--- src/sv/itl_pkg.sv ---
// Shared types, token codes and byte classification for the token lexer.
package itl_pkg;

   localparam int FIFO_DEPTH = 4;
   localparam int PTR_W      = $clog2(FIFO_DEPTH);
   localparam int CNT_W      = $clog2(FIFO_DEPTH + 1);

   localparam logic [4:0] K_EOF      = 5'd0;
   localparam logic [4:0] K_PERIOD   = 5'd1;
   localparam logic [4:0] K_COMMA    = 5'd2;
   localparam logic [4:0] K_LPAREN   = 5'd3;
   localparam logic [4:0] K_RPAREN   = 5'd4;
   localparam logic [4:0] K_LBRACE   = 5'd5;
   localparam logic [4:0] K_RBRACE   = 5'd6;
   localparam logic [4:0] K_LBRACKET = 5'd7;
   localparam logic [4:0] K_RBRACKET = 5'd8;
   localparam logic [4:0] K_COLON    = 5'd9;
   localparam logic [4:0] K_DBLCOLON = 5'd10;
   localparam logic [4:0] K_COLONEQ  = 5'd11;
   localparam logic [4:0] K_TERM     = 5'd12;
   localparam logic [4:0] K_STRING   = 5'd13;
   localparam logic [4:0] K_NUMBER   = 5'd14;
   localparam logic [4:0] K_TYPENAME = 5'd15;
   localparam logic [4:0] K_NAME     = 5'd16;
   localparam logic [4:0] K_ERROR    = 5'd17;

   localparam logic [7:0] CH_NEWLINE = 8'h0A;
   localparam logic [7:0] CH_TAB     = 8'h09;
   localparam logic [7:0] CH_VTAB    = 8'h0B;
   localparam logic [7:0] CH_FFEED   = 8'h0C;
   localparam logic [7:0] CH_CR      = 8'h0D;
   localparam logic [7:0] CH_SPACE   = 8'h20;
   localparam logic [7:0] CH_DQUOTE  = 8'h22;
   localparam logic [7:0] CH_SQUOTE  = 8'h27;
   localparam logic [7:0] CH_LPAREN  = 8'h28;
   localparam logic [7:0] CH_RPAREN  = 8'h29;
   localparam logic [7:0] CH_COMMA   = 8'h2C;
   localparam logic [7:0] CH_PERIOD  = 8'h2E;
   localparam logic [7:0] CH_ZERO    = 8'h30;
   localparam logic [7:0] CH_NINE    = 8'h39;
   localparam logic [7:0] CH_COLON   = 8'h3A;
   localparam logic [7:0] CH_EQUALS  = 8'h3D;
   localparam logic [7:0] CH_LBRACK  = 8'h5B;
   localparam logic [7:0] CH_RBRACK  = 8'h5D;
   localparam logic [7:0] CH_LBRACE  = 8'h7B;
   localparam logic [7:0] CH_RBRACE  = 8'h7D;

   typedef enum logic [7:0] {
      MODE_IDLE      = 8'b0000_0001,
      MODE_COLON     = 8'b0000_0010,
      MODE_SPACE     = 8'b0000_0100,
      MODE_STRING    = 8'b0000_1000,
      MODE_NUMBER    = 8'b0001_0000,
      MODE_NUMBER_PT = 8'b0010_0000,
      MODE_TYPENAME  = 8'b0100_0000,
      MODE_NAME      = 8'b1000_0000
   } mode_type;

   typedef struct packed {
      logic [4:0]  token_kind;
      logic [7:0]  content_byte;
      logic        byte_valid;
      logic        token_last;
      logic [15:0] indent_count;
      logic [15:0] start_line;
      logic [15:0] start_column;
   } rec_type;

   typedef struct packed {
      logic       ended;
      logic [1:0] push_n;
   } core_stat_type;

   typedef struct packed {
      logic [CNT_W-1:0] count;
   } fifo_stat_type;

   function automatic logic is_space(input logic [7:0] c);
      return c == CH_SPACE || c == CH_TAB || c == CH_NEWLINE || c == CH_VTAB ||
             c == CH_FFEED || c == CH_CR;
   endfunction

   function automatic logic is_digit(input logic [7:0] c);
      return c >= CH_ZERO && c <= CH_NINE;
   endfunction

   function automatic logic is_name(input logic [7:0] c);
      return !is_space(c) && c != CH_LPAREN && c != CH_RPAREN && c != CH_LBRACK &&
             c != CH_RBRACK && c != CH_LBRACE && c != CH_RBRACE && c != CH_COMMA &&
             c != CH_PERIOD && c != CH_DQUOTE;
   endfunction

   function automatic logic [4:0] single_kind(input logic [7:0] c);
      logic [4:0] k;
      case (c)
         CH_PERIOD: k = K_PERIOD;
         CH_COMMA:  k = K_COMMA;
         CH_LPAREN: k = K_LPAREN;
         CH_RPAREN: k = K_RPAREN;
         CH_LBRACE: k = K_LBRACE;
         CH_RBRACE: k = K_RBRACE;
         CH_LBRACK: k = K_LBRACKET;
         CH_RBRACK: k = K_RBRACKET;
         default:   k = K_EOF;
      endcase
      return k;
   endfunction

endpackage

--- src/sv/itl_if.sv ---
// Handshake channel interfaces for source bytes and token records.
interface itl_req_if;
   logic       valid;
   logic       ready;
   logic [7:0] char_byte;
   logic       end_of_input;

   modport source (output valid, output char_byte, output end_of_input, input ready);
   modport sink   (input valid, input char_byte, input end_of_input, output ready);
endinterface

interface itl_rsp_if;
   logic        valid;
   logic        ready;
   logic [4:0]  token_kind;
   logic [7:0]  content_byte;
   logic        byte_valid;
   logic        token_last;
   logic [15:0] indent_count;
   logic [15:0] start_line;
   logic [15:0] start_column;

   modport source (output valid, output token_kind, output content_byte,
                   output byte_valid, output token_last, output indent_count,
                   output start_line, output start_column, input ready);
   modport sink   (input valid, input token_kind, input content_byte,
                   input byte_valid, input token_last, input indent_count,
                   input start_line, input start_column, output ready);
endinterface

--- src/sv/indent_aware_token_lexer.sv ---
// Top level of the indentation-aware token lexer.
//
//   channel   dir  payload                                        accepted when
//   req_chan  in   char_byte, end_of_input                        valid && ready
//   rsp_chan  out  token_kind, content_byte, byte_valid,          valid && ready
//                  token_last, indent_count, start_line, start_column
//
// One item per cycle: the step logic lexes the byte in the cycle it is taken
// and writes zero, one or two records into a four-entry result queue.
// Records come out one per cycle while rsp ready is high.
// req ready drops while fewer than two queue entries are free.
// Synchronous reset empties the queue and returns the lexer to line 1, column 0.
module indent_aware_token_lexer #(
   parameter int COUNTER_WIDTH = 16
) (
   input logic      clock,
   input logic      reset,
   itl_req_if.sink  req_chan,
   itl_rsp_if.source rsp_chan
);
   import itl_pkg::*;

   rec_type        rec0, rec1, head;
   core_stat_type  cstat;
   fifo_stat_type  fstat;
   logic           accept;

   assign req_chan.ready = fstat.count <= CNT_W'(FIFO_DEPTH - 2);
   assign accept         = req_chan.valid && req_chan.ready;

   itl_core #(.COUNTER_WIDTH(COUNTER_WIDTH)) u_core (
      .clock        (clock),
      .reset        (reset),
      .accept       (accept),
      .char_byte    (req_chan.char_byte),
      .end_of_input (req_chan.end_of_input),
      .rec0         (rec0),
      .rec1         (rec1),
      .stat         (cstat)
   );

   itl_fifo u_fifo (
      .clock  (clock),
      .reset  (reset),
      .push_n (cstat.push_n),
      .d0     (rec0),
      .d1     (rec1),
      .pop    (rsp_chan.ready),
      .head   (head),
      .stat   (fstat)
   );

   assign rsp_chan.valid        = fstat.count != '0;
   assign rsp_chan.token_kind   = head.token_kind;
   assign rsp_chan.content_byte = head.content_byte;
   assign rsp_chan.byte_valid   = head.byte_valid;
   assign rsp_chan.token_last   = head.token_last;
   assign rsp_chan.indent_count = head.indent_count;
   assign rsp_chan.start_line   = head.start_line;
   assign rsp_chan.start_column = head.start_column;

   a_push_shows: assert property (@(posedge clock) disable iff (reset)
      (accept && cstat.push_n != 2'd0) |=> rsp_chan.valid)
      else $error("pushed record not visible");

   a_after_end: assert property (@(posedge clock) disable iff (reset)
      (accept && cstat.ended) |-> cstat.push_n == 2'd1)
      else $error("item after end must give one record");

   a_end_sticks: assert property (@(posedge clock) disable iff (reset)
      (accept && req_chan.end_of_input) |=> cstat.ended)
      else $error("end mark not recorded");

   a_no_overflow: assert property (@(posedge clock) disable iff (reset)
      fstat.count <= CNT_W'(FIFO_DEPTH))
      else $error("result queue overflow");

endmodule

--- src/sv/itl_core.sv ---
// Lexer state registers and the per-byte step that yields up to two records.
module itl_core #(
   parameter int COUNTER_WIDTH = 16
) (
   input  logic                  clock,
   input  logic                  reset,
   input  logic                  accept,
   input  logic [7:0]            char_byte,
   input  logic                  end_of_input,
   output itl_pkg::rec_type      rec0,
   output itl_pkg::rec_type      rec1,
   output itl_pkg::core_stat_type stat
);
   import itl_pkg::*;

   localparam int CW = COUNTER_WIDTH;

   mode_type        mode_ff, mode_in;
   logic [CW-1:0]   run_ff, run_in;
   logic [CW-1:0]   stored_ff, stored_in;
   logic [CW-1:0]   col_ff, col_in;
   logic [CW-1:0]   line_ff, line_in;
   logic [CW-1:0]   tsl_ff, tsl_in;
   logic [CW-1:0]   tsc_ff, tsc_in;
   logic            ended_ff, ended_in;

   function automatic logic [15:0] clamp16(input logic [CW-1:0] v);
      logic [CW+15:0] ext;
      ext = {16'd0, v};
      return (|ext[CW+15:16]) ? 16'hFFFF : ext[15:0];
   endfunction

   function automatic logic [CW-1:0] sat_inc(input logic [CW-1:0] v);
      return (&v) ? v : v + 1'b1;
   endfunction

   function automatic rec_type mk_rec(input logic [4:0] kind, input logic [7:0] b,
                                      input logic bv, input logic last,
                                      input logic [15:0] ind, input logic [15:0] ln,
                                      input logic [15:0] cl);
      rec_type r;
      r.token_kind   = kind;
      r.content_byte = b;
      r.byte_valid   = bv;
      r.token_last   = last;
      r.indent_count = ind;
      r.start_line   = ln;
      r.start_column = cl;
      return r;
   endfunction

   logic            nl;
   logic [CW-1:0]   pos_line, pos_col;
   logic [15:0]     pl16, pc16, tl16, tc16;
   logic            term_v;
   rec_type         term_rec;
   mode_type        beg_mode;
   logic            beg_v, beg_do;
   rec_type         beg_rec;
   logic [4:0]      sk;
   logic            first_v, sec_v;
   rec_type         first, sec;

   always_comb begin
      nl       = char_byte == CH_NEWLINE;
      pos_line = nl ? sat_inc(line_ff) : line_ff;
      pos_col  = nl ? '0 : sat_inc(col_ff);
      pl16     = clamp16(pos_line);
      pc16     = clamp16(pos_col);
      tl16     = clamp16(tsl_ff);
      tc16     = clamp16(tsc_ff);
      term_v   = run_ff <= stored_ff;
      term_rec = mk_rec(K_TERM, 8'd0, 1'b0, 1'b1, clamp16(run_ff), tl16, tc16);

      // token started by this byte
      sk       = single_kind(char_byte);
      beg_v    = 1'b0;
      beg_rec  = mk_rec(K_EOF, 8'd0, 1'b0, 1'b1, 16'd0, pl16, pc16);
      if (sk != K_EOF) begin
         beg_mode = MODE_IDLE;
         beg_v    = 1'b1;
         beg_rec  = mk_rec(sk, 8'd0, 1'b0, 1'b1, 16'd0, pl16, pc16);
      end else if (char_byte == CH_COLON) begin
         beg_mode = MODE_COLON;
      end else if (is_space(char_byte)) begin
         beg_mode = MODE_SPACE;
      end else if (char_byte == CH_DQUOTE) begin
         beg_mode = MODE_STRING;
      end else if (is_digit(char_byte)) begin
         beg_mode = MODE_NUMBER;
         beg_v    = 1'b1;
         beg_rec  = mk_rec(K_NUMBER, char_byte, 1'b1, 1'b0, 16'd0, pl16, pc16);
      end else if (char_byte == CH_SQUOTE) begin
         beg_mode = MODE_TYPENAME;
      end else begin
         beg_mode = MODE_NAME;
         beg_v    = 1'b1;
         beg_rec  = mk_rec(K_NAME, char_byte, 1'b1, 1'b0, 16'd0, pl16, pc16);
      end

      mode_in   = mode_ff;
      run_in    = run_ff;
      stored_in = stored_ff;
      col_in    = col_ff;
      line_in   = line_ff;
      tsl_in    = tsl_ff;
      tsc_in    = tsc_ff;
      ended_in  = ended_ff;
      first_v   = 1'b0;
      first     = term_rec;
      sec_v     = 1'b0;
      sec       = mk_rec(K_EOF, 8'd0, 1'b0, 1'b1, 16'd0, clamp16(line_ff), clamp16(col_ff));
      beg_do    = 1'b0;

      if (ended_ff) begin
         sec_v = 1'b1;
      end else if (end_of_input) begin
         ended_in = 1'b1;
         mode_in  = MODE_IDLE;
         sec_v    = 1'b1;
         case (mode_ff)
            MODE_COLON: begin
               first_v = 1'b1;
               first   = mk_rec(K_COLON, 8'd0, 1'b0, 1'b1, 16'd0, tl16, tc16);
            end
            MODE_SPACE: begin
               if (term_v) begin
                  first_v   = 1'b1;
                  stored_in = run_ff;
               end
            end
            MODE_STRING: begin
               first_v = 1'b1;
               first   = mk_rec(K_ERROR, 8'd0, 1'b0, 1'b1, 16'd0, tl16, tc16);
            end
            MODE_NUMBER, MODE_NUMBER_PT: begin
               first_v = 1'b1;
               first   = mk_rec(K_NUMBER, 8'd0, 1'b0, 1'b1, 16'd0, tl16, tc16);
            end
            MODE_TYPENAME: begin
               first_v = 1'b1;
               first   = mk_rec(K_TYPENAME, 8'd0, 1'b0, 1'b1, 16'd0, tl16, tc16);
            end
            MODE_NAME: begin
               first_v = 1'b1;
               first   = mk_rec(K_NAME, 8'd0, 1'b0, 1'b1, 16'd0, tl16, tc16);
            end
            default: begin
            end
         endcase
      end else begin
         line_in = pos_line;
         col_in  = pos_col;
         case (mode_ff)
            MODE_COLON: begin
               first_v = 1'b1;
               mode_in = MODE_IDLE;
               if (char_byte == CH_COLON) begin
                  first = mk_rec(K_DBLCOLON, 8'd0, 1'b0, 1'b1, 16'd0, tl16, tc16);
               end else if (char_byte == CH_EQUALS) begin
                  first = mk_rec(K_COLONEQ, 8'd0, 1'b0, 1'b1, 16'd0, tl16, tc16);
               end else begin
                  first  = mk_rec(K_COLON, 8'd0, 1'b0, 1'b1, 16'd0, tl16, tc16);
                  beg_do = 1'b1;
               end
            end
            MODE_SPACE: begin
               if (is_space(char_byte)) begin
                  run_in = nl ? '0 : sat_inc(run_ff);
               end else begin
                  if (term_v) begin
                     first_v   = 1'b1;
                     stored_in = run_ff;
                  end
                  beg_do = 1'b1;
               end
            end
            MODE_STRING: begin
               first_v = 1'b1;
               if (char_byte == CH_DQUOTE) begin
                  first   = mk_rec(K_STRING, 8'd0, 1'b0, 1'b1, 16'd0, tl16, tc16);
                  mode_in = MODE_IDLE;
               end else begin
                  first = mk_rec(K_STRING, char_byte, 1'b1, 1'b0, 16'd0, tl16, tc16);
               end
            end
            MODE_NUMBER, MODE_NUMBER_PT: begin
               first_v = 1'b1;
               if (is_digit(char_byte)) begin
                  first = mk_rec(K_NUMBER, char_byte, 1'b1, 1'b0, 16'd0, tl16, tc16);
               end else if (char_byte == CH_PERIOD && mode_ff == MODE_NUMBER) begin
                  first   = mk_rec(K_NUMBER, char_byte, 1'b1, 1'b0, 16'd0, tl16, tc16);
                  mode_in = MODE_NUMBER_PT;
               end else begin
                  first  = mk_rec(K_NUMBER, 8'd0, 1'b0, 1'b1, 16'd0, tl16, tc16);
                  beg_do = 1'b1;
               end
            end
            MODE_TYPENAME, MODE_NAME: begin
               first_v = 1'b1;
               if (is_name(char_byte)) begin
                  first = mk_rec((mode_ff == MODE_NAME) ? K_NAME : K_TYPENAME, char_byte,
                                 1'b1, 1'b0, 16'd0, tl16, tc16);
               end else begin
                  first  = mk_rec((mode_ff == MODE_NAME) ? K_NAME : K_TYPENAME, 8'd0,
                                  1'b0, 1'b1, 16'd0, tl16, tc16);
                  beg_do = 1'b1;
               end
            end
            default: begin
               beg_do = 1'b1;
            end
         endcase
         if (beg_do) begin
            mode_in = beg_mode;
            tsl_in  = pos_line;
            tsc_in  = pos_col;
            sec_v   = beg_v;
            sec     = beg_rec;
            if (beg_mode == MODE_SPACE) begin
               run_in = nl ? '0 : CW'(1);
            end
         end
      end

      rec0  = first_v ? first : sec;
      rec1  = sec;
      stat.ended  = ended_ff;
      stat.push_n = accept ? ({1'b0, first_v} + {1'b0, sec_v}) : 2'd0;
   end

   always_ff @(posedge clock) begin
      if (reset) begin
         mode_ff   <= MODE_IDLE;
         run_ff    <= '0;
         stored_ff <= '0;
         col_ff    <= '0;
         line_ff   <= CW'(1);
         tsl_ff    <= '0;
         tsc_ff    <= '0;
         ended_ff  <= 1'b0;
      end else if (accept) begin
         mode_ff   <= mode_in;
         run_ff    <= run_in;
         stored_ff <= stored_in;
         col_ff    <= col_in;
         line_ff   <= line_in;
         tsl_ff    <= tsl_in;
         tsc_ff    <= tsc_in;
         ended_ff  <= ended_in;
      end
   end

endmodule

--- src/sv/itl_fifo.sv ---
// Result queue taking up to two records per cycle and giving one per cycle while pop is high.
module itl_fifo (
   input  logic                  clock,
   input  logic                  reset,
   input  logic [1:0]            push_n,
   input  itl_pkg::rec_type      d0,
   input  itl_pkg::rec_type      d1,
   input  logic                  pop,
   output itl_pkg::rec_type      head,
   output itl_pkg::fifo_stat_type stat
);
   import itl_pkg::*;

   rec_type           mem_ff [FIFO_DEPTH];
   logic [PTR_W-1:0]  wr_ff, wr_in, rd_ff, rd_in, wr_next;
   logic [CNT_W-1:0]  count_ff, count_in;
   logic              do_pop;

   always_comb begin
      do_pop    = pop && count_ff != '0;
      wr_next   = wr_ff + PTR_W'(1);
      wr_in     = wr_ff + PTR_W'(push_n);
      rd_in     = rd_ff + PTR_W'(do_pop);
      count_in  = count_ff + CNT_W'(push_n) - CNT_W'(do_pop);
      head      = mem_ff[rd_ff];
      stat.count = count_ff;
   end

   always_ff @(posedge clock) begin
      if (push_n != 2'd0) begin
         mem_ff[wr_ff] <= d0;
      end
      if (push_n == 2'd2) begin
         mem_ff[wr_next] <= d1;
      end
   end

   always_ff @(posedge clock) begin
      if (reset) begin
         wr_ff    <= '0;
         rd_ff    <= '0;
         count_ff <= '0;
      end else begin
         wr_ff    <= wr_in;
         rd_ff    <= rd_in;
         count_ff <= count_in;
      end
   end

endmodule
--- src/flat_wrapper.sv ---
// flat-port wrapper written by rule: the top's interface ports become plain ports
module indent_aware_token_lexer_flat import itl_pkg::*;
#(
   parameter int COUNTER_WIDTH = 16
)
  (clock, reset, req_chan_valid, req_chan_char_byte, req_chan_end_of_input, req_chan_ready, rsp_chan_valid, rsp_chan_token_kind, rsp_chan_content_byte, rsp_chan_byte_valid, rsp_chan_token_last, rsp_chan_indent_count, rsp_chan_start_line, rsp_chan_start_column, rsp_chan_ready);
  itl_req_if req_chan_i ();
  itl_rsp_if rsp_chan_i ();
  input logic clock;
  input logic reset;
  input wire logic [$bits(req_chan_i.valid)-1:0] req_chan_valid;
  input wire logic [$bits(req_chan_i.char_byte)-1:0] req_chan_char_byte;
  input wire logic [$bits(req_chan_i.end_of_input)-1:0] req_chan_end_of_input;
  output wire logic [$bits(req_chan_i.ready)-1:0] req_chan_ready;
  output wire logic [$bits(rsp_chan_i.valid)-1:0] rsp_chan_valid;
  output wire logic [$bits(rsp_chan_i.token_kind)-1:0] rsp_chan_token_kind;
  output wire logic [$bits(rsp_chan_i.content_byte)-1:0] rsp_chan_content_byte;
  output wire logic [$bits(rsp_chan_i.byte_valid)-1:0] rsp_chan_byte_valid;
  output wire logic [$bits(rsp_chan_i.token_last)-1:0] rsp_chan_token_last;
  output wire logic [$bits(rsp_chan_i.indent_count)-1:0] rsp_chan_indent_count;
  output wire logic [$bits(rsp_chan_i.start_line)-1:0] rsp_chan_start_line;
  output wire logic [$bits(rsp_chan_i.start_column)-1:0] rsp_chan_start_column;
  input wire logic [$bits(rsp_chan_i.ready)-1:0] rsp_chan_ready;
  assign req_chan_i.valid = req_chan_valid;
  assign req_chan_i.char_byte = req_chan_char_byte;
  assign req_chan_i.end_of_input = req_chan_end_of_input;
  assign req_chan_ready = req_chan_i.ready;
  assign rsp_chan_valid = rsp_chan_i.valid;
  assign rsp_chan_token_kind = rsp_chan_i.token_kind;
  assign rsp_chan_content_byte = rsp_chan_i.content_byte;
  assign rsp_chan_byte_valid = rsp_chan_i.byte_valid;
  assign rsp_chan_token_last = rsp_chan_i.token_last;
  assign rsp_chan_indent_count = rsp_chan_i.indent_count;
  assign rsp_chan_start_line = rsp_chan_i.start_line;
  assign rsp_chan_start_column = rsp_chan_i.start_column;
  assign rsp_chan_i.ready = rsp_chan_ready;
  indent_aware_token_lexer #(.COUNTER_WIDTH(COUNTER_WIDTH)) u_core (.clock(clock), .reset(reset), .req_chan(req_chan_i), .rsp_chan(rsp_chan_i));
endmodule
--- config.mk ---
export PLATFORM = sky130hd
export DESIGN_NAME = indent_aware_token_lexer_flat
export DESIGN_NICKNAME = d
export VERILOG_FILES = /design/src/sv/itl_pkg.sv /design/src/sv/itl_if.sv /design/src/sv/indent_aware_token_lexer.sv /design/src/sv/itl_core.sv /design/src/sv/itl_fifo.sv /design/src/flat_wrapper.sv
export SDC_FILE = /design/constraint.sdc
export NUM_CORES = 1
export LEC_CHECK = 0
export ABC_AREA = 1
export BUFFER_PORTS_ARGS = -buffer_cell sky130_fd_sc_hd__buf_2
export CAP_MARGIN = 20
export CORE_MARGIN = 1
export CORE_UTILIZATION = 55
export CTS_CLUSTER_SIZE = 20
export DETAILED_ROUTE_END_ITERATION = 8
export PLACE_DENSITY_LB_ADDON = 0.15
export SLEW_MARGIN = 25
export SYNTH_ARGS = -nofsm -noshare
export SYNTH_HDL_FRONTEND = slang
export SYNTH_SLANG_ARGS = --single-unit
--- constraint.sdc ---
create_clock -name clock -period 10.8 [get_ports clock]
set_clock_uncertainty 0.1 [all_clocks]
set_input_delay 2.16 -clock clock [delete_from_list [all_inputs] [get_ports clock]]
set_output_delay 2.16 -clock clock [all_outputs]
set_load 0.03 [all_outputs]
### Word-level counts from Yosys, hierarchy flattened

Memory sizes are Yosys's and may differ from the RTL's. A register that Yosys moved wholly into a read port is not among the register bits.
Cells that the tools add are included.

* bits in registers: 112
* bits in writable memories: 252
* input port bits: 13
* output and inout bits: 65
* word-level logic and storage cells: 182
* memories: 1

* add/subtract/negate cells: 9
* $lt $le $gt $ge: 4
* equal/unequal tests: 40
* multiplexer cells: 82
* bitwise logic cells: 2
* reductions and logical operators: 33

Memory list
* u_core.u_fifo.mem_ff: words 4, width 63, rd ports 1, clocked after Yosys merged registers in 1, wr ports 2, line itl_fifo.sv:14 `rec_type mem_ff [FIFO_DEPTH];`

Operators with widths (count)
* 63-bit 2-to-1 mux: 12
* 63-bit case mux with 5 select lines: 1
* 63-bit case mux with 4 select lines: 1
* 16-bit 2-to-1 mux: 15
* 58-bit 2-to-1 mux: 4
* 60-bit 2-to-1 mux: 2
* 8-bit 2-to-1 mux: 11
* 8-bit by 6-bit == test with 1-bit output (second input constant): 10
* 16-bit by 1-bit adder with 16-bit output (second input constant): 3
* 8-bit by 4-bit == test with 1-bit output (second input constant): 6
* 16-bit AND reduction: 3
* 8-bit by 7-bit == test with 1-bit output (second input constant): 5
* 8-bit by 6-bit inequality test with 1-bit output (second input constant): 5
* 8-bit by 7-bit inequality test with 1-bit output (second input constant): 4
* 4-bit case mux with 8 select lines: 1
* 1-bit 2-to-1 mux: 28
* 8-bit case mux with 3 select lines: 1
* 8-bit by 3-bit == test with 1-bit output (second input constant): 2
* 16-bit <= comparator: 1
* 1-bit logical AND: 13
* 4-bit inequality test (second input constant): 3
* 5-bit nonzero test: 2
* 8-bit by 2-bit == test with 1-bit output (second input constant): 1
* 8-bit by 5-bit == test with 1-bit output (second input constant): 1
* other kinds (26): 35

### Logic depth before layout (Yosys ltp)

* depth after elaboration: 28
* gate-level depth with buffers: 24
* mapped depth without buffers: 22

### Modules after synthesis

Synthesis repeated with hierarchy kept, for this count alone.

* cell total of the unflattened synthesis: 2603
* area, all modules: 20210.6 um2

Modules (own cells, without submodules)
* itl_fifo: instances 1, cells each 1292, area an instance 12502.0 um2, seq. area each 7707.4 um2
* itl_core: instances 1, cells each 1303, area an instance 7673.6 um2, seq. area each 2102.0 um2
* indent_aware_token_lexer: instances 1, cells each 8, area an instance 35.0 um2, seq. area each 0.0 um2

### Worst setup path before layout

Ideal clock, no wire load.

* path kind: in2reg
* start: in req_chan_char_byte[3]
* end: mem u_core.u_fifo.mem_ff[3][0] in the netlist's numbering (enable)
* library setup time: 0.405 ns
* arrival: 5.738 ns
* required time: 10.295 ns
* slack: 4.556 ns
* stages: 19
* path buffers: 3
* cell sequence: buf_4 nand2_2 nor2_2 nand2_2 nand3_4 nand2_2 a21oi_2 nand3_2 buf_4 inv_2 o21ai_0 ha_1 inv_1 nor2_1 nor2_1 nor3_2 inv_2 clkbuf_1 nand2_1

RTL lines
* start, declared: line flat_wrapper.sv:12 `input wire logic [$bits(req_chan_i.char_byte)-1:0] req_chan_char_byte;`
* end, declared: line itl_fifo.sv:14

==> metrics.md <==
| Metric | Value |
|---|---|
| Status | `complete, no violations` |
| Number of DRC markers in iteration 0 | `1663` |
| Met2 Use GR | `52.55%` |
| Final Worst Setup Slack | `4679 ps` |
| Reg-to-reg setup timing slack | `5910 ps` |
| # DRC | `0` |
| Synth top area share | `28.64%` |
| Hold_ws | `357.9 ps` |
| Final GP Congestion | `0.9220` |
| CTS Sinks | `364` |
| Inst Count DP | `3034` |
| Hold depth | `2` |
| # setup viols final | `0` |
| M1 GR Usage | `42.98%` |
| Synth Warn # | `0` |
| Critical path fanouts, max | `47` |
| Worst path arrival time | `6190 ps` |
| Worst-case hold path end point | `u_core.u_core.tl16[12]$_SDFFE_PP0P_` |
| Initial Util | `56.51%` |
| Synth Instances | `2634` |
| Top post-synthesis cells by area | `edfxtp_1, dfxtp_1, nand2_1, nand3_1, o21ai_0` |
| Reg-to-Reg End | `u_core.u_fifo.mem_ff[1][9]$_DFFE_PP_` |
| Primary FF master, synth | `edfxtp_1` |
| Syn_nets | `2673` |
| Largest net degree at the start of global routing | `98` |
| Worst setup SP type | `primary input` |
| Antenna diode count | `0` |
| CTS tree | `done` |
| Core area | `34880 um^2` |
| Clock Root Buffer | `clkbuf_16` |
| Crit path required time | `10870 ps` |
| Critical path's largest stage delay | `650 ps` |
| Post-Syn Area | `19710 um^2` |
| Static Leak | `9.181 nW` |
| Unrepaired setup endpoints after global routing | `no` |
| Max-cap viol count | `0` |
| Cell Rows | `68` |
| I/O Pins | `78` |
| Max Slew Vio Count | `0` |
| R2R depth | `17` |
| Final ANT Viol Nets | `0` |
| Layout cells sized above 1 | `8.981%` |
| Final wirelength | `59820 um` |
| PortBufs | `77` |
| Synthesized area per cell | `7.483 um^2` |
| Register area share after synthesis | `46.52%` |
| Post-synth top area cell | `edfxtp_1` |
| Worst-path clk slew | `60 ps` |
| Non-Filler Instances | `3105` |
| Met3 usage | `5.948%` |
| Worst min-delay path category | `flip-flop to flip-flop` |
| Endpoints failing hold | `0` |
| Slowest stage cell, crit path | `buf_4` |
| Die height | `191.3 um` |
| Nets@finish | `2659` |
| Min cycle time layout | `6121 ps` |
| Die width | `191.3 um` |
| Avg Vias per Cell | `6.041` |
| Post-CTS Setup Inserts | `0` |
| First-pass DRT Iterations | `6` |
| Total power divided by cell area | `226.2 nW/um^2` |
| Reg-to-reg startpoint | `u_core.u_core.mode_ff[5]$_SDFFE_PP0P_` |
| Unique cell type count in the Yosys netlist | `45` |
| H-tree levels | `2` |
| Die Footprint | `36600 um^2` |
| Buffers & Inverters on Critical Path | `7` |
| Worst skew pair latency | `560 ps` |
| Max Fclk | `163.4 MHz` |
| Layout Cell Area excl Fill | `21510 um^2` |
| CP Class | `primary input to flip-flop` |
| Critical path, cell by cell | `buf_2, inv_2, nand2_1, nor2_1, nand2_2, nand3_4, a21oi_1, nand2_1, nand2_1, ha_1, inv_1, nor2_1, inv_1, nor2_1, inv_1, nor3_4, inv_1, nand2_2, buf_4` |
| Post-CTS Hold Fix Bufs | `0` |
| Peak VDD IR | `0.1761 mV` |
| CTS resizes | `0` |
| Worst-margin pin slew | `1025 ps` |
| HPWL after DPL | `37310 um` |
| Wire per inst | `19.27 um` |
| CP dominant cell by count | `inv_1` |
| GR Util All Layers | `32.54%` |
| Share of async-settable or async-resettable flops after synthesis | `0%` |
| Slew margin rel. | `31.24%` |
| CP top delay family | `simple AND/OR/NAND/NOR gates` |
| Hold_sp | `u_core.u_core.tl16[12]$_SDFFE_PP0P_` |
| Place WS | `4184 ps` |
| CP Capture Type | `flip-flop` |
| Placement Cell Area | `20260 um^2` |
| First-pass GRT wire length | `92680 um` |
| Area grow syn2layout | `9.134%` |
| Setup TNS | `0 ps` |
| Num CTS Buffers | `39` |
| #FFs+latches synth | `364` |
| Initial antenna violation count | `0` |
| Vias | `18760` |
| Grt peak-use layer | `met2` |
| Post-synth EDFFs | `188` |
| Clk buf depth | `3` |
| Vias in the first global route | `17450` |
| Gr ovfl total | `0` |
| Period Utilization, post-route | `56.68%` |
-- tightest hold or removal path: cells and delay by family (launching register included) --
kind,cells,cell delay (ps)
buf+inv,1,60
compound gates,1,60
flops,1,290
-- Yosys cell counts, drive strengths merged (24+ instances only) --
| cell | n |
|---|---|
| edfxtp | 188 |
| ha | 25 |
| nor2 | 268 |
| dfxtp | 176 |
| nand3 | 393 |
| a21oi | 99 |
| nor3 | 28 |
| nand2 | 643 |
| o22ai | 64 |
| or2 | 24 |
| clkbuf | 130 |
| inv | 178 |
| nand4 | 27 |
| buf | 27 |
| o21ai | 290 |
-- cell type report --
| cell class | instances | area, um^2 |
|---|---|---|
| inverters | 180 | 679.4 |
| repair buffers | 102 | 573.1 |
| clock buffers | 55 | 1097 |
| clock inverters | 16 | 150.1 |
| well taps | 455 | 569.3 |
| flip-flops and latches | 364 | 9174 |
| multi-input cells | 1933 | 9269 |
| fillers | 3150 | 13370 |
-- logic make-up (layout without fill, tap and decap cells) --
| group | after synthesis | count (layout) | synth area share [%] |
|---|---|---|---|
| AND/OR/NAND/NOR | 1393 | 1393 | 30.57 |
| AO/OA/AOI/OAI | 491 | 491 | 13.41 |
| flip-flops | 364 | 364 | 46.52 |
| buffers and inverters | 337 | 353 | 6.792 |
| adder cells (fa/ha/maj) | 26 | 26 | 1.688 |
| XOR/XNOR | 23 | 23 | 1.022 |
-- flip-flops by register name (all words and copies together) (netlist names) --
signal                   count
u_core.u_core.ended_ff       1
u_core.u_core.stored_ff     16
u_core.u_fifo.wr_ff          2
u_core.u_core.run_ff        16
u_core.u_core.col_ff        16
u_core.u_core.line_ff       16
u_core.u_fifo.stat           3
u_core.u_fifo.mem_ff       252
u_core.u_core.mode_ff        8
u_core.u_core.tc16          16
u_core.u_core.tl16          16
u_core.u_fifo.rd_ff          2
-- report_power, final --
| group | switching [W] | internal (W) | total [W] | leakage [nW] |
|---|---|---|---|---|
| combinational | 0.00136 | 0.000426 | 0.00179 | 5.30 |
| clock | 0.000561 | 0.000760 | 0.00132 | 0.609 |
| sequential | 0.0000991 | 0.00166 | 0.00176 | 3.27 |
-- cell usage in the layout, fill, tap and decap left out, types with 8 or more instances in the layout --
cell type,n
dfxtp_1,174
buf_4,25
a21oi_1,97
nor3_4,8
or2_2,24
nor3_1,19
buf_2,77
edfxtp_1,188
a211oi_1,21
xor2_1,20
inv_2,18
o22ai_1,64
nor2_1,257
ha_1,25
nand4_1,27
nor2_2,8
o21ai_0,280
clkbuf_1,11
nand3_1,391
inv_1,157
nand2_1,635
nand2_2,8
o21ai_1,10
clkbuf_16,40
-- stage by stage --
step	total power, W	utilization, %
detailed placement	0.003543	58.09
CTS	0.004853	61.67
global route	0.005090	61.67
floorplan	0.003008	-
finish	0.004866	61.67
global placement	0.003505	58.08
-- worst max path at each step --
stage                     cells past startpoint             startpoint                               endpoint  slack, ps
after floorplan                              19  req_chan_char_byte[3]   u_core.u_fifo.mem_ff[3][0]$_DFFE_PP_       4560
after global placement                       22  req_chan_char_byte[7]  u_core.u_fifo.mem_ff[1][12]$_DFFE_PP_       4350
after detailed placement                     19  req_chan_char_byte[7]   u_core.u_fifo.mem_ff[1][4]$_DFFE_PP_       4180
after CTS                                    19  req_chan_char_byte[7]   u_core.u_fifo.mem_ff[1][9]$_DFFE_PP_       4760
after global routing                         19  req_chan_char_byte[7]  u_core.u_fifo.mem_ff[1][54]$_DFFE_PP_       4410
final                                        19  req_chan_char_byte[7]   u_core.u_fifo.mem_ff[1][9]$_DFFE_PP_       4680
-- per-layer routing --
metal	up-vias	wire [um]	share of wire (%)
met3	166	5862	9.8
li1	8918	-	-
met2	953	27310	46
met1	8721	24640	41
met5	-	0	0
met4	0	2015	3.4
No activity file was read; power rests on OpenSTA's default activity.
